<file path="config.mk">
export PLATFORM = sky130hd
export DESIGN_NAME = tail_drop_packet_buffer_unit
export DESIGN_NICKNAME = d
export VERILOG_FILES = /design/src/sv/tdpb_pkg.sv /design/src/sv/tdpb_ram.sv /design/src/sv/tdpb_fifo.sv /design/src/sv/tdpb_engine.sv /design/src/sv/tail_drop_packet_buffer_unit.sv
export SDC_FILE = /design/constraint.sdc
export NUM_CORES = 1
export LEC_CHECK = 0
export BUFFER_PORTS_ARGS = -buffer_cell sky130_fd_sc_hd__buf_2
export CORE_ASPECT_RATIO = 1.2
export CORE_MARGIN = 4
export CORE_UTILIZATION = 40
export CTS_CLUSTER_SIZE = 10
export DETAILED_ROUTE_END_ITERATION = 7
export GPL_TIMING_DRIVEN = 0
export PLACE_DENSITY = 0.65
export SLEW_MARGIN = 20
export SYNTH_ARGS = -nofsm -noshare
export SYNTH_HDL_FRONTEND = slang
export SYNTH_SLANG_ARGS = --single-unit
</file>
<file path="constraint.sdc">
create_clock -name clk_i -period 7.4 [get_ports clk_i]
set_clock_uncertainty 0.15 [all_clocks]
set_input_delay 1.48 -clock clk_i [delete_from_list [all_inputs] [get_ports clk_i]]
set_output_delay 1.48 -clock clk_i [all_outputs]
set_load 0.01 [all_outputs]
</file>
<file path="src/sv/tdpb_pkg.sv">
// shared types and constants of the tail drop packet buffer
`default_nettype none

package tdpb_pkg;

  localparam int unsigned TimeW = 32;
  localparam int unsigned DurW  = 16;
  localparam int unsigned SizeW = 5;

  localparam logic [SizeW-1:0] SizeReset = SizeW'(16);

  typedef struct packed {
    logic [TimeW-1:0] arrival_time;
    logic [DurW-1:0]  duration;
  } item_t;

  typedef struct packed {
    logic             dropped;
    logic [TimeW-1:0] start_time;
  } result_t;

  typedef enum logic [1:0] {
    ST_IDLE,
    ST_READ,
    ST_CHECK,
    ST_DECIDE
  } eng_state_e;

endpackage

`default_nettype wire

</file>
<file path="src/sv/tdpb_ram.sv">
// generic single write port ram with registered read
`default_nettype none

module tdpb_ram #(
  parameter int unsigned Width = 32,
  parameter int unsigned Depth = 16,
  localparam int unsigned AddrW = (Depth > 1) ? $clog2(Depth) : 1
) (
  input  wire logic             clk_i,
  input  wire logic             we_i,
  input  wire logic [AddrW-1:0] waddr_i,
  input  wire logic [Width-1:0] wdata_i,
  input  wire logic             re_i,
  input  wire logic [AddrW-1:0] raddr_i,
  output logic      [Width-1:0] rdata_o
);

  logic [Width-1:0] mem_q [Depth];
  logic [Width-1:0] rdata_q;

  always_ff @(posedge clk_i) begin
    if (we_i) begin
      mem_q[waddr_i] <= wdata_i;
    end
    if (re_i) begin
      rdata_q <= mem_q[raddr_i];
    end
  end

  assign rdata_o = rdata_q;

endmodule

`default_nettype wire

</file>
<file path="src/sv/tdpb_fifo.sv">
// small register queue used between the front and back of the buffer
`default_nettype none

module tdpb_fifo #(
  parameter int unsigned Width = 8,
  parameter int unsigned Depth = 2,
  localparam int unsigned PtrW = (Depth > 1) ? $clog2(Depth) : 1,
  localparam int unsigned CntW = $clog2(Depth + 1)
) (
  input  wire logic             clk_i,
  input  wire logic             rst_ni,
  input  wire logic             push_i,
  input  wire logic [Width-1:0] wdata_i,
  output logic                  full_o,
  input  wire logic             pop_i,
  output logic      [Width-1:0] rdata_o,
  output logic                  empty_o
);

  logic [Width-1:0] slot_q [Depth];
  logic [PtrW-1:0]  wptr_q, wptr_d, rptr_q, rptr_d;
  logic [CntW-1:0]  cnt_q, cnt_d;
  logic             do_push, do_pop;

  assign full_o  = (cnt_q == CntW'(Depth));
  assign empty_o = (cnt_q == '0);
  assign do_push = push_i && !full_o;
  assign do_pop  = pop_i && !empty_o;
  assign rdata_o = slot_q[rptr_q];

  always_comb begin
    wptr_d = wptr_q;
    rptr_d = rptr_q;
    cnt_d  = cnt_q;
    if (do_push) begin
      wptr_d = (wptr_q == PtrW'(Depth - 1)) ? '0 : wptr_q + PtrW'(1);
    end
    if (do_pop) begin
      rptr_d = (rptr_q == PtrW'(Depth - 1)) ? '0 : rptr_q + PtrW'(1);
    end
    if (do_push && !do_pop) begin
      cnt_d = cnt_q + CntW'(1);
    end else if (do_pop && !do_push) begin
      cnt_d = cnt_q - CntW'(1);
    end
  end

  always_ff @(posedge clk_i or negedge rst_ni) begin
    if (!rst_ni) begin
      wptr_q <= '0;
      rptr_q <= '0;
      cnt_q  <= '0;
    end else begin
      wptr_q <= wptr_d;
      rptr_q <= rptr_d;
      cnt_q  <= cnt_d;
    end
  end

  always_ff @(posedge clk_i) begin
    if (do_push) begin
      slot_q[wptr_q] <= wdata_i;
    end
  end

endmodule

`default_nettype wire

</file>
<file path="src/sv/tdpb_engine.sv">
// back end: retires finished packets, decides drop or start, keeps the finish queue
`default_nettype none

module tdpb_engine #(
  parameter int unsigned MaxDepth = 16
) (
  input  wire logic                           clk_i,
  input  wire logic                           rst_ni,
  input  wire logic [tdpb_pkg::SizeW-1:0]     buffer_size_i,
  input  wire logic                           item_valid_i,
  input  wire tdpb_pkg::item_t                item_i,
  output logic                                item_pop_o,
  input  wire logic                           res_full_i,
  output logic                                res_push_o,
  output tdpb_pkg::result_t                   res_o
);

  localparam int unsigned AddrW = (MaxDepth > 1) ? $clog2(MaxDepth) : 1;
  localparam int unsigned CntW  = $clog2(MaxDepth + 1);
  localparam int unsigned SumW  = CntW + 1;
  localparam int unsigned CapW  = (CntW > tdpb_pkg::SizeW) ? CntW : tdpb_pkg::SizeW;
  localparam int unsigned TW    = tdpb_pkg::TimeW;

  tdpb_pkg::eng_state_e state_q, state_d;
  tdpb_pkg::item_t      item_q, item_d;
  logic [AddrW-1:0]     head_q, head_d, head_nxt, tail;
  logic [CntW-1:0]      count_q, count_d;
  logic [TW-1:0]        last_finish_q, last_finish_d;

  logic                 rd_en;
  logic [AddrW-1:0]     rd_addr;
  logic [TW-1:0]        rd_data;
  logic                 wr_en;
  logic [TW-1:0]        fin;

  logic [SumW-1:0]      tail_sum;
  logic [CapW-1:0]      size_ext, cap;
  logic [TW-1:0]        start;
  logic [TW:0]          fin_sum;
  logic                 is_full;

  // circular finish queue, oldest entry at head
  tdpb_ram #(
    .Width (TW),
    .Depth (MaxDepth)
  ) u_finish_ram (
    .clk_i   (clk_i),
    .we_i    (wr_en),
    .waddr_i (tail),
    .wdata_i (fin),
    .re_i    (rd_en),
    .raddr_i (rd_addr),
    .rdata_o (rd_data)
  );

  assign head_nxt = (head_q == AddrW'(MaxDepth - 1)) ? '0 : head_q + AddrW'(1);
  assign tail_sum = SumW'(head_q) + SumW'(count_q);
  assign tail     = (tail_sum >= SumW'(MaxDepth)) ? AddrW'(tail_sum - SumW'(MaxDepth))
                                                  : AddrW'(tail_sum);

  // buffer size clamped to 1..MaxDepth
  assign size_ext = CapW'(buffer_size_i);
  always_comb begin
    cap = size_ext;
    if (size_ext == '0) begin
      cap = CapW'(1);
    end else if (size_ext > CapW'(MaxDepth)) begin
      cap = CapW'(MaxDepth);
    end
  end
  assign is_full = (CapW'(count_q) >= cap);

  assign start   = (item_q.arrival_time > last_finish_q) ? item_q.arrival_time
                                                          : last_finish_q;
  assign fin_sum = {1'b0, start} + (TW + 1)'(item_q.duration);
  assign fin     = fin_sum[TW] ? '1 : fin_sum[TW-1:0];

  always_comb begin
    state_d       = state_q;
    item_d        = item_q;
    head_d        = head_q;
    count_d       = count_q;
    last_finish_d = last_finish_q;
    item_pop_o    = 1'b0;
    res_push_o    = 1'b0;
    res_o         = '0;
    rd_en         = 1'b0;
    rd_addr       = head_q;
    wr_en         = 1'b0;
    case (state_q)
      tdpb_pkg::ST_IDLE: begin
        // output slot is reserved here, so the result push never stalls
        if (item_valid_i && !res_full_i) begin
          item_pop_o = 1'b1;
          item_d     = item_i;
          state_d    = tdpb_pkg::ST_READ;
        end
      end
      tdpb_pkg::ST_READ: begin
        if (count_q == '0) begin
          state_d = tdpb_pkg::ST_DECIDE;
        end else begin
          rd_en   = 1'b1;
          state_d = tdpb_pkg::ST_CHECK;
        end
      end
      tdpb_pkg::ST_CHECK: begin
        // one head entry retired per cycle, next head read in the same cycle
        if (rd_data <= item_q.arrival_time) begin
          head_d  = head_nxt;
          count_d = count_q - CntW'(1);
          if (count_q == CntW'(1)) begin
            state_d = tdpb_pkg::ST_DECIDE;
          end else begin
            rd_en   = 1'b1;
            rd_addr = head_nxt;
          end
        end else begin
          state_d = tdpb_pkg::ST_DECIDE;
        end
      end
      tdpb_pkg::ST_DECIDE: begin
        res_push_o = 1'b1;
        if (is_full) begin
          res_o.dropped = 1'b1;
        end else begin
          res_o.start_time = start;
          wr_en            = 1'b1;
          count_d          = count_q + CntW'(1);
          last_finish_d    = fin;
        end
        state_d = tdpb_pkg::ST_IDLE;
      end
      default: begin
        state_d = tdpb_pkg::ST_IDLE;
      end
    endcase
  end

  always_ff @(posedge clk_i or negedge rst_ni) begin
    if (!rst_ni) begin
      state_q       <= tdpb_pkg::ST_IDLE;
      head_q        <= '0;
      count_q       <= '0;
      last_finish_q <= '0;
    end else begin
      state_q       <= state_d;
      head_q        <= head_d;
      count_q       <= count_d;
      last_finish_q <= last_finish_d;
    end
  end

  always_ff @(posedge clk_i) begin
    item_q <= item_d;
  end

endmodule

`default_nettype wire

</file>
<file path="src/sv/tail_drop_packet_buffer_unit.sv">
// Tail drop packet buffer with one server, modeled per packet.
// Input side is a queue: drive arrival_time_i and duration_i with push high;
// the packet transfers on a clock edge where push is high and full is low.
// Result side is a queue too: dropped_o and start_time_o hold the oldest
// result while empty is low; it transfers on an edge where pop is high.
// Each packet yields one result, in arrival order.
// A two entry input queue feeds a back end that walks the finish time memory
// one entry per cycle from its head, retiring every finish at or before the
// arrival, then drops or starts the packet. The back end steps through idle,
// where it takes the packet, then read, a check state for each head entry
// examined, and decide; the registered memory read port is why the read
// state comes before the checks. The user must write buffer_size_i (reset 16)
// through buffer_size_we_i only while the block is idle; the block itself
// does not enforce this. Reset empties both queues and the finish queue
// and clears the last finish time. A stalled receiver fills the result
// queue; the back end then waits and the input queue fills until full
// rises.
`default_nettype none

module tail_drop_packet_buffer_unit #(
  parameter int unsigned MAX_DEPTH = 16
) (
  input  wire logic                        clk_i,
  input  wire logic                        rst_ni,
  input  wire logic                        buffer_size_we_i,
  input  wire logic [tdpb_pkg::SizeW-1:0]  buffer_size_i,
  input  wire logic                        push,
  output logic                             full,
  input  wire logic [tdpb_pkg::TimeW-1:0]  arrival_time_i,
  input  wire logic [tdpb_pkg::DurW-1:0]   duration_i,
  output logic                             empty,
  input  wire logic                        pop,
  output logic                             dropped_o,
  output logic      [tdpb_pkg::TimeW-1:0]  start_time_o
);

  localparam int unsigned ItemW = $bits(tdpb_pkg::item_t);
  localparam int unsigned ResW  = $bits(tdpb_pkg::result_t);

  logic [tdpb_pkg::SizeW-1:0] buffer_size_q;
  tdpb_pkg::item_t            in_item, eng_item;
  tdpb_pkg::result_t          eng_res, out_res;
  logic                       in_empty, eng_pop, eng_push, res_full;

  always_ff @(posedge clk_i or negedge rst_ni) begin
    if (!rst_ni) begin
      buffer_size_q <= tdpb_pkg::SizeReset;
    end else if (buffer_size_we_i) begin
      buffer_size_q <= buffer_size_i;
    end
  end

  assign in_item.arrival_time = arrival_time_i;
  assign in_item.duration     = duration_i;

  tdpb_fifo #(
    .Width (ItemW),
    .Depth (2)
  ) u_front (
    .clk_i   (clk_i),
    .rst_ni  (rst_ni),
    .push_i  (push),
    .wdata_i (in_item),
    .full_o  (full),
    .pop_i   (eng_pop),
    .rdata_o (eng_item),
    .empty_o (in_empty)
  );

  tdpb_engine #(
    .MaxDepth (MAX_DEPTH)
  ) u_engine (
    .clk_i         (clk_i),
    .rst_ni        (rst_ni),
    .buffer_size_i (buffer_size_q),
    .item_valid_i  (!in_empty),
    .item_i        (eng_item),
    .item_pop_o    (eng_pop),
    .res_full_i    (res_full),
    .res_push_o    (eng_push),
    .res_o         (eng_res)
  );

  tdpb_fifo #(
    .Width (ResW),
    .Depth (2)
  ) u_result (
    .clk_i   (clk_i),
    .rst_ni  (rst_ni),
    .push_i  (eng_push),
    .wdata_i (eng_res),
    .full_o  (res_full),
    .pop_i   (pop),
    .rdata_o (out_res),
    .empty_o (empty)
  );

  assign dropped_o    = out_res.dropped;
  assign start_time_o = out_res.start_time;

endmodule

`default_nettype wire

</file>
# [Word level (Yosys, flattened, before mapping)]
# Memory sizes are Yosys's and may differ from the RTL's. A register that Yosys moved wholly into a read port is not among the register bits.
# Index checks and enable logic that the tools add are counted.
[op_classes] add_sub_neg=14 n_lt_le_gt_ge=5 eq_ne=11 n_mux=43 bitwise_logic=1 reduce_logical=30
[op_table] operator="2-to-1 mux 32 bit" count=3
[op_table] operator="adder 32 x 16 -> 33 bit" count=1
[op_table] operator="2-to-1 mux 33 bit" count=1
[op_table] operator="greater-than comparator 32 bit" count=1
[op_table] operator="less-or-equal comparator 32 bit" count=1
[op_table] operator="2-to-1 mux 1 bit" count=20
[op_table] operator="2-to-1 mux 4 bit" count=5
[op_table] operator="2-to-1 mux 5 bit" count=4
[op_table] operator="2-to-1 mux 2 bit" count=7
[op_table] operator="logical NOT 5 bit" count=2
[op_table] operator="case mux 5 bit (2 select lines)" count=1
[op_table] operator="logical AND 1 bit" count=9
[op_table] operator="== test 2 bit (second input constant)" count=4
[op_table] operator="logical NOT 1 bit" count=8
[op_table] operator="case mux 2 bit (4 select lines)" count=1
[op_table] operator="AND reduction 2 bit" count=4
[op_table] operator="adder 4 x 5 -> 6 bit" count=1
[op_table] operator="greater-or-equal comparator 6 x 5 -> 1 bit (second input constant)" count=1
[op_table] operator="logical NOT 2 bit" count=3
[op_table] operator="nonzero test 2 bit" count=3
[op_table] operator="adder 5 x 1 -> 5 bit (second input constant)" count=1
[op_table] operator="== test 5 x 1 -> 1 bit (second input constant)" count=1
[op_table] operator="greater-or-equal comparator 5 bit" count=1
[op_table] operator="greater-than comparator 5 bit (second input constant)" count=1
[op_table] operator="14 further kinds" count=20
[word_totals] reg_bits=56 ramBits=674 n_memories=3
[memory_table] name="u_engine.u_finish_ram.mem_q" words=16 width=32 read_ports=1 rd_clocked_by_memory_dff=1 write_ports=1 line="tdpb_ram.sv:18" text="logic [Width-1:0] mem_q [Depth];"
[memory_table] name="u_front.slot_q" words=2 width=48 read_ports=1 rd_clocked_by_memory_dff=1 write_ports=1 line="tdpb_fifo.sv:20" text="logic [Width-1:0] slot_q [Depth];"
[memory_table] name="u_result.slot_q" words=2 width=33 read_ports=1 rd_clocked_by_memory_dff=0 write_ports=1 line="tdpb_fifo.sv:20"

# [Logic depth before layout (Yosys ltp)]
[logic_depth] depth_word=9 ltp_mapped=26 ltp_nobuf=22

# [Hierarchy]
# Synthesis repeated with hierarchy kept, for this count alone.
[unflattened] cells_unflattened=2016 hier_area_um2=34438.0
[modules_own_cells] mod="tdpb_ram" instances=1 cells_each=838 area_per_inst_um2=20155.6 seq_area_each_um2=16335.7
[modules_own_cells] mod="tdpb_engine" instances=1 cells_each=877 area_per_inst_um2=7659.8 seq_area_each_um2=2517.4
[modules_own_cells] mod="tdpb_fifo at u_front" instances=1 cells_each=168 area_per_inst_um2=3706.1 seq_area_each_um2=2982.9
[modules_own_cells] mod="tdpb_fifo at u_result" instances=1 cells_each=122 area_per_inst_um2=2730.1 seq_area_each_um2=2082.0
[modules_own_cells] mod="tail_drop_packet_buffer_unit" instances=1 cells_each=11 area_per_inst_um2=186.4 seq_area_each_um2=126.4

# [Least setup slack after synthesis]
# Ideal clock, no wire load.
[synth_path] kind="reg-to-reg" startpoint="reg u_engine.item_q[45] in the netlist's numbering" endpoint="mem u_engine.u_finish_ram.mem_q[0][28], data pin" arrival_ns=5.234 required_ns=6.910 setup_slack_ns=1.676 stages_incl_launch_ff=22 n_path_buf=4 synth_period_minus_slack_ns=5.724 path_cell_list="edfxtp_1 -> ha_1 -> nand4_1 -> nor4_1 -> nand3_1 -> a21boi_1 -> or2_2 -> buf_2 -> buf_4 -> buf_2 -> buf_2 -> nand2_1 -> o21ai_0 -> ha_1 -> a21o_1 -> a21o_1 -> a221oi_1 -> a21oi_1 -> a211oi_2 -> a211oi_1 -> mux2i_1 -> a211oi_1"
[synth_via] elab_chain_cells=4
[synth_rtl] element="start: declaration" line="tdpb_engine.sv:25" text="tdpb_pkg::item_t item_q, item_d;"
[synth_rtl] element="start signal: assignment" line="tdpb_engine.sv:155" text="item_q <= item_d;"
[synth_rtl] element="greater-than comparator 32 bit" line="tdpb_engine.sv:73" text="assign start = (item_q.arrival_time > last_finish_q) ? item_q.arrival_time"
[synth_rtl] element="2-to-1 mux 32 bit *" line="tdpb_engine.sv:73"
[synth_rtl] element="adder 32 x 16 -> 33 bit *" line="tdpb_engine.sv:75" text="assign fin_sum = {1'b0, start} + (TW + 1)'(item_q.duration);"
[synth_rtl] element="2-to-1 mux 32 bit *" line="tdpb_engine.sv:76" text="assign fin = fin_sum[TW] ? '1 : fin_sum[TW-1:0];"
[synth_rtl] element="via u_engine.fin[28]" line="tdpb_engine.sv:34" text="logic [TW-1:0] fin;"
[synth_rtl] element="end: declaration" line="tdpb_ram.sv:18"
# The timed path passes the listed nets; every way through them passes the cells marked *.

# [Worst setup path after layout]
[layout_path] startpoint="reg u_engine.item_q[27] in the netlist's numbering" endpoint="mem u_engine.u_finish_ram.mem_q[9][7], data pin"
# The elaborated chain is that of the path after synthesis.

==> impl_metrics.yaml <==
clock_network:
  root_buffer: "clkbuf_16"
  tritoncts: "yes"
  clk-insertion-delay-late_ps: 650
  hold_buffers: 0
  cts.sinks: 810
  htree_levels: 3
  cts_inserted_buffers: 91
  clk_path_buf_depth: 3
  path_clk_slew_ps: 60
synth:
  yosys_warnings: 0
  synthFlopType: "edfxtp_1"
  yosysUniqueCellTypes: 73
  synth_edf_count: 754
  avgSynthCellArea_sq_um: 16.0
  seq_area_frac_synth_pct: 69.8
  yosys-top-cells-area: "edfxtp_1, mux2i_1, dfrtp_1, ha_1, mux2_2"
  syn_nets: 2307
  async_flop_share_pct: 6.91
  netlist.area_leader.share_pct: 65.8
  postSynthCellCount: 2147
  ys_seq_elements: 810
  yosysTopAreaCell: "edfxtp_1"
  syn_area_sq_mm: 0.0344
routing:
  drcViolationCount: 0
  ant_nets: 0
  dr.pass1.iters: 6
  post_drt_wl_per_cell_um: 23.8
  wirelength_um: 84300
  drtIter0Drc: 1574
  num_vias: 19500
  viasPerCell: 5.50
global_routing:
  grt_pass1_vias: 20400
  grt_overflow_total: 0
  grt_util_all_layers_pct: 18.5
  grt_pass1_wl_um: 126000
  grt_antenna_before_repair: 0
  grt_max_degree: 44
timing:
  tightest_slew_ps: 1100
  rsz0062_at_grt: "no"
  hold_viol: 0
  setup_viol: 0
  max_clock_freq_mhz: 142
  finalCriticalPeriod_ps: 7030
  relSlewSlack_pct: 25.0
  timing.final.crit_share_pct: 95.0
  slew_viol_final: 0
setup_path:
  crit_arrival_ps: 7160
  start_kind: "flip-flop"
  cp_data_required_time_ps: 7530
  critPathBufInv: 6
  crit_path_start: "u_engine.item_q[27]"
  cp_max_fo: 16
  cp_slowest_cell: "nor4_2"
  path_class: "flip-flop to flip-flop"
  max_stage_delay_ps: 500
  crit_family: "compound AO/OA/AOI/OAI gates"
  crit_top_cell: "buf_2"
  critical_path.cell_chain: "ha_1 -> nand4_1 -> nor4_2 -> o21ai_0 -> a31oi_4 -> or2_2 -> buf_2 -> buf_4 -> buf_2 -> buf_2 -> nand2_1 -> o21ai_0 -> ha_1 -> a21o_1 -> a21o_1 -> a221oi_1 -> a21oi_1 -> a211o_2 -> nand3_1 -> buf_2 -> buf_4 -> nand2_2"
  cp-end-kind: "flip-flop"
  timing.rr.start: "u_engine.item_q[27]"
die:
  rows: 117
  ios: 93
  core_sq_mm: 0.0851
  dieHeight_um: 329
  die_width_um: 276
  start_util_pct: 40.5
  dieArea_sq_mm: 0.0909
job:
  drv_cap: 0
cells_and_area:
  nFillCells: 7207
  n_antenna_cell: 0
  final_area_sq_mm: 0.0400
  final_common_cell: "edfxtp_1"
  syn_to_final_growth_pct: 16.2
  num-nets-final: 2531
  layout-drive-gt1-share_pct: 19.9
  most-common-layout-cells: "edfxtp_1, mux2i_1, buf_2, ha_1, mux2_2"
  fin_util_pct: 47.0
placement:
  numPortBuffers: 92
  placed_area_sq_mm: 0.0373
  place_congestion: 0.877
  hpwlAfterDp_um: 60300
min_path:
  hold_class: "flip-flop to flip-flop"
  worstHoldStart: "u_engine.count_q[4]"
run_status:
  status: "complete, no violations"
logic make-up after synthesis:
| family | Yosys count | share of synthesized area (%) |
|---|---|---|
| flops | 810 | 69.8 |
| compound gates | 343 | 7.11 |
| simple gates | 336 | 4.62 |
| mux | 330 | 11.1 |
| buf+inv | 171 | 2.20 |
| fa+ha+maj | 102 | 3.75 |
| xor+xnor | 55 | 1.40 |
worst reg2reg max path: stages, from the launching register on:
cell and delay, ps:
edfxtp_1 490, ha_1 360, nand4_1 220, nor4_2 500, o21ai_0 260, a31oi_4 410, or2_2 170, buf_2 150
buf_4 210, buf_2 310, buf_2 300, nand2_1 80, o21ai_0 160, ha_1 350, a21o_1 180, a21o_1 170
a221oi_1 480, a21oi_1 220, a211o_2 460, nand3_1 170, buf_2 280, buf_4 300, nand2_2 280
final timing paths:
path                                                          end  slack (ps)  cells after the start
worst max-delay path            u_engine.u_finish_ram.mem_q[9][7]         370                     22
worst min-delay path                          u_engine.count_q[4]         370                      1
worst max register to register  u_engine.u_finish_ram.mem_q[9][7]         370                     22
worst min register to register                u_engine.count_q[4]         370                      1
max in group asynchronous               u_engine.last_finish_q[7]        6010                      2
min in group asynchronous                     u_engine.count_q[4]         540                      1
timing repair:
action	in CTS	in global routing
endpoints found under the setup margin	538	439
gates resized for setup	26	23
pin swaps	1	0
setup buffers	3	1
flip-flops by register name, summed over array words and instances, names as in the netlist:
signal / cells
u_engine.last_finish_q: 32
u_engine.item_q: 48
buffer_size_q: 5
u_front.slot_q: 96
u_result.wptr_q: 1
u_engine.state_q: 2
u_result.cnt_q: 2
u_result.rptr_q: 1
u_front.cnt_q: 2
u_engine.u_finish_ram.mem_q: 512
u_result.slot_q: 66
u_engine.head_q: 4
u_front.wptr_q: 1
u_engine.u_finish_ram.rdata_o: 32
u_front.rptr_q: 1
u_engine.count_q: 5
cell usage after synthesis (all sizes together), types with 11 or more instances:
library cell and number:
a22oi 12, a211o 34, edfxtp 754, nor3 19, o22ai 37, ha 100
a21o 21, a31oi 19, and3 11, clkbuf 30, mux4 32, o22a 34
xnor2 37, xor2 18, nor2 92, o21ai 44, inv 81, mux2 96
mux2i 202, a21oi 59, nand4 21, dfrtp 55, o221ai 33, buf 60
nand3 23, nand2 112, and2 21
layout make-up:
cell class | count | area (sq um) | share of cell area (%)
multi-input combinational | 1166 | 9930 | 24.8
inverter | 81 | 304 | 0.760
clock buffer | 132 | 2460 | 6.16
timing repair buffer | 131 | 1310 | 3.28
tap | 1130 | 1410 | 3.53
buffer | 90 | 467 | 1.17
sequential | 810 | 24000 | 60.1
clock inverter | 7 | 71.3 | 0.178
metrics by stage:
stage,cells,setup WS [ps],setup TNS (ps),hold WS [ps]
after floorplan,2147,1680,0,310
after global placement,3369,-1690,-571930,326
after detailed placement,3404,-1380,-559540,347
after CTS,3546,9.78,0,361
after global routing,3547,31.4,0,383
final,3547,373,0,368
routing by layer:
layer | up-vias | routed length (um) | global-route usage (%)
met2 | 521 | 44400 | 33.7
met4 | 0 | 2610 | 6.60
met1 | 10000 | 32900 | 22.3
met5 | - | 0 | 0
met3 | 138 | 4390 | 2.59
li1 | 8817 | - | -
Power is not shown: default switching activity piles up to over one toggle a cycle in this logic, so the estimate is an artifact.
